==> config.mk <==
export PLATFORM = sky130hd
export DESIGN_NAME = line_sensor_crossing_tracker_top
export DESIGN_NICKNAME = d
export VERILOG_FILES = /design/src/hdl/lsct_pkg.sv /design/src/hdl/lsct_step.sv /design/src/hdl/line_sensor_crossing_tracker_top.sv
export SDC_FILE = /design/constraint.sdc
export NUM_CORES = 1
export LEC_CHECK = 0
export ABC_AREA = 1
export BUFFER_PORTS_ARGS = -buffer_cell sky130_fd_sc_hd__buf_4
export CAP_MARGIN = 20
export CORE_MARGIN = 1.5
export CORE_UTILIZATION = 51
export DETAILED_ROUTE_END_ITERATION = 7
export GPL_ROUTABILITY_DRIVEN = 0
export PLACE_DENSITY = 0.84
export SYNTH_ARGS = -nofsm -noshare
export SYNTH_HDL_FRONTEND = slang
export SYNTH_HIERARCHICAL = 1
export SYNTH_SLANG_ARGS = --single-unit
==> constraint.sdc <==
create_clock -name clk -period 1.98 [get_ports clk]
set_input_delay 0.495 -clock clk [delete_from_list [all_inputs] [get_ports clk]]
set_output_delay 0.495 -clock clk [all_outputs]
set_load 0.05 [all_outputs]
==> src/hdl/lsct_pkg.sv <==
// Shared types and constants for the line sensor crossing tracker.
// No dependencies.
`timescale 1ns / 1ps

package lsct_pkg;

  localparam logic [2:0] CLS_NONE    = 3'd0;
  localparam logic [2:0] CLS_ELEM0   = 3'd1;
  localparam logic [2:0] CLS_ELEM1   = 3'd2;
  localparam logic [2:0] CLS_ELEM2   = 3'd3;
  localparam logic [2:0] CLS_ELEM3   = 3'd4;
  localparam logic [2:0] CLS_PRESSED = 3'd5;
  localparam logic [2:0] CLS_IGNORED = 3'd6;

  localparam logic [1:0] MOUNT_A = 2'd0;
  localparam logic [1:0] MOUNT_B = 2'd1;
  localparam logic [1:0] MOUNT_C = 2'd2;

  localparam logic signed [1:0] DIR_NEG  = -2'sd1;
  localparam logic signed [1:0] DIR_ZERO = 2'sd0;
  localparam logic signed [1:0] DIR_POS  = 2'sd1;

  localparam logic signed [3:0] ERR_FAR_NEG  = -4'sd4;
  localparam logic signed [3:0] ERR_NEAR_NEG = -4'sd1;
  localparam logic signed [3:0] ERR_ZERO     = 4'sd0;
  localparam logic signed [3:0] ERR_NEAR_POS = 4'sd1;
  localparam logic signed [3:0] ERR_FAR_POS  = 4'sd4;

  typedef struct packed {
    logic signed [1:0] dir_forward;
    logic signed [1:0] dir_side;
    logic [2:0]        prev_class;
    logic              tracking;
    logic signed [1:0] enter_dir;
    logic signed [1:0] leave_dir;
    logic signed [3:0] error_reg;
    logic              pressed;
  } track_state_t;

  function automatic logic signed [3:0] error_for_class(input logic [2:0] cls,
                                                        input logic signed [3:0] keep);
    logic signed [3:0] r;
    case (cls)
      CLS_ELEM0: r = ERR_FAR_NEG;
      CLS_ELEM1: r = ERR_NEAR_NEG;
      CLS_ELEM2: r = ERR_NEAR_POS;
      CLS_ELEM3: r = ERR_FAR_POS;
      default:   r = keep;
    endcase
    return r;
  endfunction

  function automatic logic signed [1:0] sign16(input logic signed [15:0] v);
    logic signed [1:0] r;
    if (v == 16'sd0) r = DIR_ZERO;
    else if (v[15]) r = DIR_NEG;
    else r = DIR_POS;
    return r;
  endfunction

  function automatic logic signed [1:0] leave_for_mount(input logic [1:0] m);
    return (m == MOUNT_A || m == MOUNT_B) ? DIR_NEG : DIR_POS;
  endfunction

endpackage

==> src/hdl/lsct_step.sv <==
// Next-state logic for one sensor sample: classification, on/off line
// transitions, steering error and saturating crossing count. Uses lsct_pkg.
`timescale 1ns / 1ps

module lsct_step import lsct_pkg::*; #(
  parameter int COUNT_WIDTH = 16
) (
  input  logic [1:0]                    mount_position,
  input  track_state_t                  cur,
  input  logic signed [COUNT_WIDTH-1:0] count,
  input  logic [3:0]                    sensor_bits,
  input  logic signed [15:0]            move_forward,
  input  logic signed [15:0]            move_side,
  output track_state_t                  nxt,
  output logic signed [COUNT_WIDTH-1:0] count_next,
  output logic [2:0]                    pattern_class
);

  localparam logic signed [COUNT_WIDTH-1:0] CNT_MAX = {1'b0, {(COUNT_WIDTH-1){1'b1}}};
  localparam logic signed [COUNT_WIDTH-1:0] CNT_MIN = {1'b1, {(COUNT_WIDTH-1){1'b0}}};
  localparam logic signed [COUNT_WIDTH-1:0] CNT_ONE = {{(COUNT_WIDTH-1){1'b0}}, 1'b1};

  logic signed [1:0] dx;
  logic [2:0]        cls;
  logic              take;
  logic              cnt_up;
  logic              cnt_dn;

  always_comb begin
    case (mount_position)
      MOUNT_A: dx = DIR_ZERO - cur.dir_side;
      MOUNT_B: dx = DIR_ZERO - cur.dir_forward;
      MOUNT_C: dx = cur.dir_side;
      default: dx = cur.dir_forward;
    endcase
  end

  always_comb begin
    case (sensor_bits)
      4'b0000: cls = CLS_NONE;
      4'b0001: cls = CLS_ELEM0;
      4'b0010: cls = CLS_ELEM1;
      4'b0100: cls = CLS_ELEM2;
      4'b1000: cls = CLS_ELEM3;
      default: cls = (sensor_bits[0] && sensor_bits[3]) ? CLS_PRESSED : CLS_IGNORED;
    endcase
  end

  assign pattern_class = cls;

  always_comb begin
    nxt    = cur;
    take   = 1'b1;
    cnt_up = 1'b0;
    cnt_dn = 1'b0;
    if (cls <= CLS_ELEM3) nxt.pressed = 1'b0;
    else if (cls == CLS_PRESSED) nxt.pressed = 1'b1;
    nxt.dir_forward = sign16(move_forward);
    nxt.dir_side    = sign16(move_side);
    if (cls <= CLS_ELEM3 && cls != cur.prev_class) begin
      if (cls != CLS_NONE) begin
        if (!cur.tracking) begin
          if (cls == CLS_ELEM0 || cls == CLS_ELEM3) begin
            nxt.tracking  = 1'b1;
            nxt.enter_dir = (cls == CLS_ELEM0) ? DIR_NEG : DIR_POS;
            nxt.error_reg = (cls == CLS_ELEM0) ? ERR_FAR_NEG : ERR_FAR_POS;
            if (cur.leave_dir == nxt.enter_dir) begin
              cnt_up = (cls == CLS_ELEM3);
              cnt_dn = (cls == CLS_ELEM0);
            end
          end else begin
            take = 1'b0;
          end
        end else begin
          nxt.error_reg = error_for_class(cls, cur.error_reg);
        end
      end else begin
        if ((cur.prev_class == CLS_ELEM1 && dx == DIR_POS) ||
            (cur.prev_class == CLS_ELEM2 && dx == DIR_NEG))
          nxt.error_reg = ERR_ZERO;
        if (cur.prev_class == CLS_ELEM0 && dx == DIR_POS) begin
          nxt.tracking  = 1'b0;
          nxt.leave_dir = DIR_POS;
        end else if (cur.prev_class == CLS_ELEM3 && dx == DIR_NEG) begin
          nxt.tracking  = 1'b0;
          nxt.leave_dir = DIR_NEG;
        end else if (dx == DIR_ZERO) begin
          nxt.error_reg = error_for_class(cur.prev_class, cur.error_reg);
        end
      end
      if (take) nxt.prev_class = cls;
    end
  end

  always_comb begin
    count_next = count;
    if (cnt_up && count != CNT_MAX) count_next = count + CNT_ONE;
    else if (cnt_dn && count != CNT_MIN) count_next = count - CNT_ONE;
  end

endmodule

==> src/hdl/line_sensor_crossing_tracker_top.sv <==
// Top level of the line sensor crossing tracker: stream ports, input and
// result registers, tracking state. Uses lsct_pkg and lsct_step.
`timescale 1ns / 1ps

// Takes one sensor word per clock unless stalled; one result per input word.
// A word passes an input register and then the step logic into the result
// register, so its result is valid from the clock edge after the one that
// accepted it when the output is not stalled; throughput is one word per
// cycle, limited only by m_tready.
// The tracking state updates as a word moves into the result register, so the
// next word sees the new state with no bubble. The mount position
// register is written over cfg_valid/cfg_data and should only be changed
// while no word is in flight; a write also reloads the leave direction.
// No clearing pass after reset.
module line_sensor_crossing_tracker_top import lsct_pkg::*; #(
  parameter int COUNT_WIDTH = 16
) (
  input  logic        clk,
  input  logic        rst,
  input  logic        cfg_valid,
  output logic        cfg_ready,
  input  logic [1:0]  cfg_data,   // mount_position
  input  logic        s_tvalid,
  output logic        s_tready,
  input  logic [39:0] s_tdata,    // sensor_bits[3:0], move_forward[19:4],
                                  // move_side[35:20], zero[39:36]
  output logic        m_tvalid,
  input  logic        m_tready,
  output logic [31:0] m_tdata     // pattern_class[2:0], line_pressed[3],
                                  // steer_error[7:4], crossing_count[23:8],
                                  // tracking_line[24], zero[31:25]
);

  logic                    in_valid;
  logic [3:0]              in_bits;
  logic signed [15:0]      in_fwd;
  logic signed [15:0]      in_side;
  logic                    advance;

  logic [1:0]              mount_position;
  track_state_t            st;
  track_state_t            st_next;
  logic signed [COUNT_WIDTH-1:0] count;
  logic signed [COUNT_WIDTH-1:0] count_next;
  logic signed [COUNT_WIDTH+15:0] count_ext;
  logic [2:0]              cls;

  logic                    out_valid;
  logic [2:0]              out_class;
  logic                    out_pressed;
  logic signed [3:0]       out_err;
  logic [15:0]             out_count;
  logic                    out_tracking;

  assign cfg_ready = 1'b1;
  assign advance   = !out_valid || m_tready;
  assign s_tready  = !in_valid || advance;

  always_ff @(posedge clk) begin
    if (rst) begin
      in_valid <= 1'b0;
    end else if (s_tvalid && s_tready) begin
      in_valid <= 1'b1;
    end else if (advance) begin
      in_valid <= 1'b0;
    end
  end

  always_ff @(posedge clk) begin
    if (s_tvalid && s_tready) begin
      in_bits <= s_tdata[3:0];
      in_fwd  <= s_tdata[19:4];
      in_side <= s_tdata[35:20];
    end
  end

  lsct_step #(.COUNT_WIDTH(COUNT_WIDTH)) u_step (
    .mount_position (mount_position),
    .cur            (st),
    .count          (count),
    .sensor_bits    (in_bits),
    .move_forward   (in_fwd),
    .move_side      (in_side),
    .nxt            (st_next),
    .count_next     (count_next),
    .pattern_class  (cls)
  );

  always_ff @(posedge clk) begin
    if (rst) begin
      mount_position <= MOUNT_A;
      st             <= '{dir_forward: DIR_ZERO, dir_side: DIR_ZERO,
                          prev_class: CLS_NONE, tracking: 1'b0,
                          enter_dir: DIR_ZERO, leave_dir: leave_for_mount(MOUNT_A),
                          error_reg: ERR_ZERO, pressed: 1'b0};
      count          <= '0;
    end else if (cfg_valid && cfg_ready) begin
      mount_position <= cfg_data;
      st.leave_dir   <= leave_for_mount(cfg_data);
    end else if (advance && in_valid) begin
      st    <= st_next;
      count <= count_next;
    end
  end

  assign count_ext = {{16{count_next[COUNT_WIDTH-1]}}, count_next};

  always_ff @(posedge clk) begin
    if (rst) begin
      out_valid <= 1'b0;
    end else if (advance) begin
      out_valid <= in_valid;
    end
  end

  always_ff @(posedge clk) begin
    if (advance && in_valid) begin
      out_class    <= cls;
      out_pressed  <= st_next.pressed;
      out_err      <= st_next.error_reg;
      out_count    <= count_ext[15:0];
      out_tracking <= st_next.tracking;
    end
  end

  assign m_tvalid = out_valid;
  assign m_tdata  = {7'd0, out_tracking, out_count, out_err, out_pressed, out_class};

  a_err_legal: assert property (@(posedge clk) disable iff (rst)
    m_tvalid |-> (out_err == ERR_FAR_NEG || out_err == ERR_NEAR_NEG ||
                  out_err == ERR_ZERO || out_err == ERR_NEAR_POS ||
                  out_err == ERR_FAR_POS))
    else $error("steering error out of set");

  a_pressed_class: assert property (@(posedge clk) disable iff (rst)
    (m_tvalid && out_pressed) |-> (out_class == CLS_PRESSED || out_class == CLS_IGNORED))
    else $error("pressed flag with single-element or empty pattern");

  a_enter_set: assert property (@(posedge clk) disable iff (rst)
    st.tracking |-> (st.enter_dir == DIR_NEG || st.enter_dir == DIR_POS))
    else $error("tracking without entry side");

  a_leave_set: assert property (@(posedge clk) disable iff (rst)
    (st.leave_dir == DIR_NEG || st.leave_dir == DIR_POS))
    else $error("leave direction invalid");

endmodule
==> reports/results.ini <==
[clock_tree]
cts_sinks = 96
clkSlewWorstSetupHoldPaths_ns = 0.07
cts_tree = built
numCtsBuffers = 9
h-tree-depth = 3
hold_buffers = 0
cts_root_buf = clkbuf_16
clk_path_buf_depth = 2
clock_latency_ns = 0.36

[synthesis]
syn-cell-area_sq_um = 5746
yosysWarnings = 6
syn_avg_cell_area_sq_um = 7.640
syn_inst = 752

[detailed_routing]
drt-vias-per-instance = 5.532
vias = 5654
remaining_drc_errors = 0
dr.pass1.iters = 6
ant_nets = 0
routed_wl_microns = 15390
wire_per_inst_microns = 15.06
drtIter0Drc = 587

[final_layout]
nets = 927
final_layout_size_suffix_gt1_share_pct = 28.91
fin_area_sq_um = 7471
final_cells = 1022
num_antenna_cells = 0
syn_to_final_growth_pct = 30.03
final_core_util_pct = 68.32

[run_status]
violations = negative setup slack
status = finished with violations

[hold_path]
hold_class = in -> reg

[power]
leakagePower_nw = 3.399
switching_share_pct = 31.03
p_int_w = 0.003597
pwr-share-seq_pct = 44.6
power_frac_comb_pct = 23.2
ir_worst_vdd_v = 0.0006816
p_sw_w = 0.001618
power.total_w = 0.005216
power_frac_clock_pct = 32.2
power_density_nw_per_um2 = 698.1

[die]
floorplan.die_area_sq_um = 11910
die_h_microns = 109.1
ios = 82
die_w_microns = 109.1
coreArea_sq_um = 10940
rows = 38
initial_core_util_pct = 52.54

[sta]
tightest_slew_ns = 0.5925
min_period_ns = 2.389
relSlewSlack_pct = 60.25
setup_violations = 45
rsz0062_at_grt = yes
fin_crit_sh_pct = 120.7
slew_violations = 0
setup_ws_ns = -0.4091
fin_worst_skew_ns = 0.006576
hold_violations = 0
hold_slack_ns = 0.3091
fmax_mhz = 418.6

[grt]
track_usage_pct = 25.08
antenna_found_initial = 0
grt_pass1_wl_microns = 22940
grt-ovfl-total = 0
grt_pass1_vias = 5034
grt_max_degree = 37

[critical_path]
cp_max_fo = 8
critPathTopFamily = simple AND/OR/NAND/NOR gates
startpoint_type = flop
crit_type = reg -> reg
worstPathRequired_ns = 2.23
worstSetupEndpointType = flop
cp.buffers_inverters = 4
crit_top_cell = nor2_4
worst_path_max_delay_cell = edfxtp_1
cp.arrival_ns = 2.64
cpPeakStageDelay_ns = 0.46
crit_path_cell_trace = nor2_2 > inv_2 > nor2_4 > nor2_4 > nand2_4 > nand2_4 > nand2_2 > nand2_2 > nor2_4 > nand2_8 > nand2_8 > clkinv_8 > buf_12 > nand4_1 > nand2_1 > inv_1 > nand4_1 > nand2_1 > nor2_1

[placement]
post-place-cells = 989
io_buffer_count = 69
dpl.hpwl_microns = 9164
postPlaceCellArea_sq_um = 6698

[job]
cap_viol_max_count = 0

sequential cells by signal (all words and copies together) (netlist names):
name            cells
mount_position      2
in_valid            1
in_fwd             16
in_side            16
st                 15
out_err             4
out_class           3
m_tvalid            1
out_pressed         1
in_bits             4
count              16
out_tracking        1
out_count          16
layout by cell type (no fill, tap or decap), types with 4 or more instances in the layout:
| cell | count |
|---|---|
| nor2_1 | 62 |
| dfxtp_1 | 34 |
| nand3_2 | 12 |
| inv_6 | 4 |
| nor4_1 | 10 |
| edfxtp_1 | 61 |
| o211ai_1 | 4 |
| nand2_2 | 34 |
| nand2_1 | 154 |
| nand4_1 | 64 |
| nand3_1 | 31 |
| buf_4 | 131 |
| xor2_1 | 28 |
| buf_12 | 5 |
| inv_2 | 13 |
| nand2_4 | 6 |
| conb_1 | 8 |
| inv_1 | 123 |
| clkbuf_16 | 10 |
| buf_6 | 12 |
| o21ai_0 | 8 |
| nor3_1 | 16 |
| nor2_2 | 4 |
| nand3_4 | 4 |
| nor2_4 | 7 |
| a21oi_1 | 7 |
metal layers:
metal,global-route usage (%),vias to the layer above,wire length [microns]
li1,-,2664,-
met1,30.77,2539,5886
met2,40.13,366,7239
met3,6.695,85,1647
met4,13.63,0,617
met5,0,-,0
layout make-up:
class,instances,area [sq um]
clock buffers,10,229.0
repair buffers,149,1244
multi-input cells,482,2696
flip-flops and latches,96,2534
inverters,139,538.0
well taps,140,175.2
clock inverters,6,55.05
fillers,790,3465
per-stage QoR:
step	worst slack, ns	setup TNS [ns]
2_1_floorplan	-0.09168	-1.042
3_3_place_gp	-0.1835	-4.773
3_5_place_dp	-0.2186	-5.859
4_1_cts	-0.1858	-4.585
5_1_grt	-0.5583	-18.60
6_report	-0.4091	-11.70
timing repair:
action	in CTS	in global routing
gates resized for setup	38	64
pin swaps	13	26
cloned	3	2
setup buffers	6	7
setup endpoints to repair	45	47
final timing paths:
path	from	end	slack, ns	cells after the start
max	in_bits[3]$_DFFE_PP_	count[15]$_SDFFE_PP0P_	-0.41	19
min	s_tdata[3]	in_bits[3]$_DFFE_PP_	0.31	1
max reg2reg	in_bits[3]$_DFFE_PP_	count[15]$_SDFFE_PP0P_	-0.41	19
min reg2reg	mount_position[1]$_SDFFE_PP0P_	mount_position[1]$_SDFFE_PP0P_	0.49	2
worst reg2reg max path, cell delays in order, from the launching register on:
cell and delay [ns]:
edfxtp_1 0.46, nor2_2 0.17, inv_2 0.06, nor2_4 0.13, nor2_4 0.07, nand2_4 0.09
nand2_4 0.06, nand2_2 0.07, nand2_2 0.07, nor2_4 0.13, nand2_8 0.11, nand2_8 0.11
clkinv_8 0.09, buf_12 0.15, nand4_1 0.09, nand2_1 0.09, inv_1 0.06, nand4_1 0.10
nand2_1 0.12, nor2_1 0.06
power by group through the flow:
stage	combinational [W]	sequential [W]	clock, W
floorplan	0.000624	0.00244	0
global placement	0.00100	0.00236	0
detailed placement	0.00102	0.00236	0
CTS	0.00109	0.00232	0.00170
global route	0.00130	0.00234	0.00179
finish	0.00121	0.00233	0.00168
Note: power is estimated with default switching activity, not from simulation.
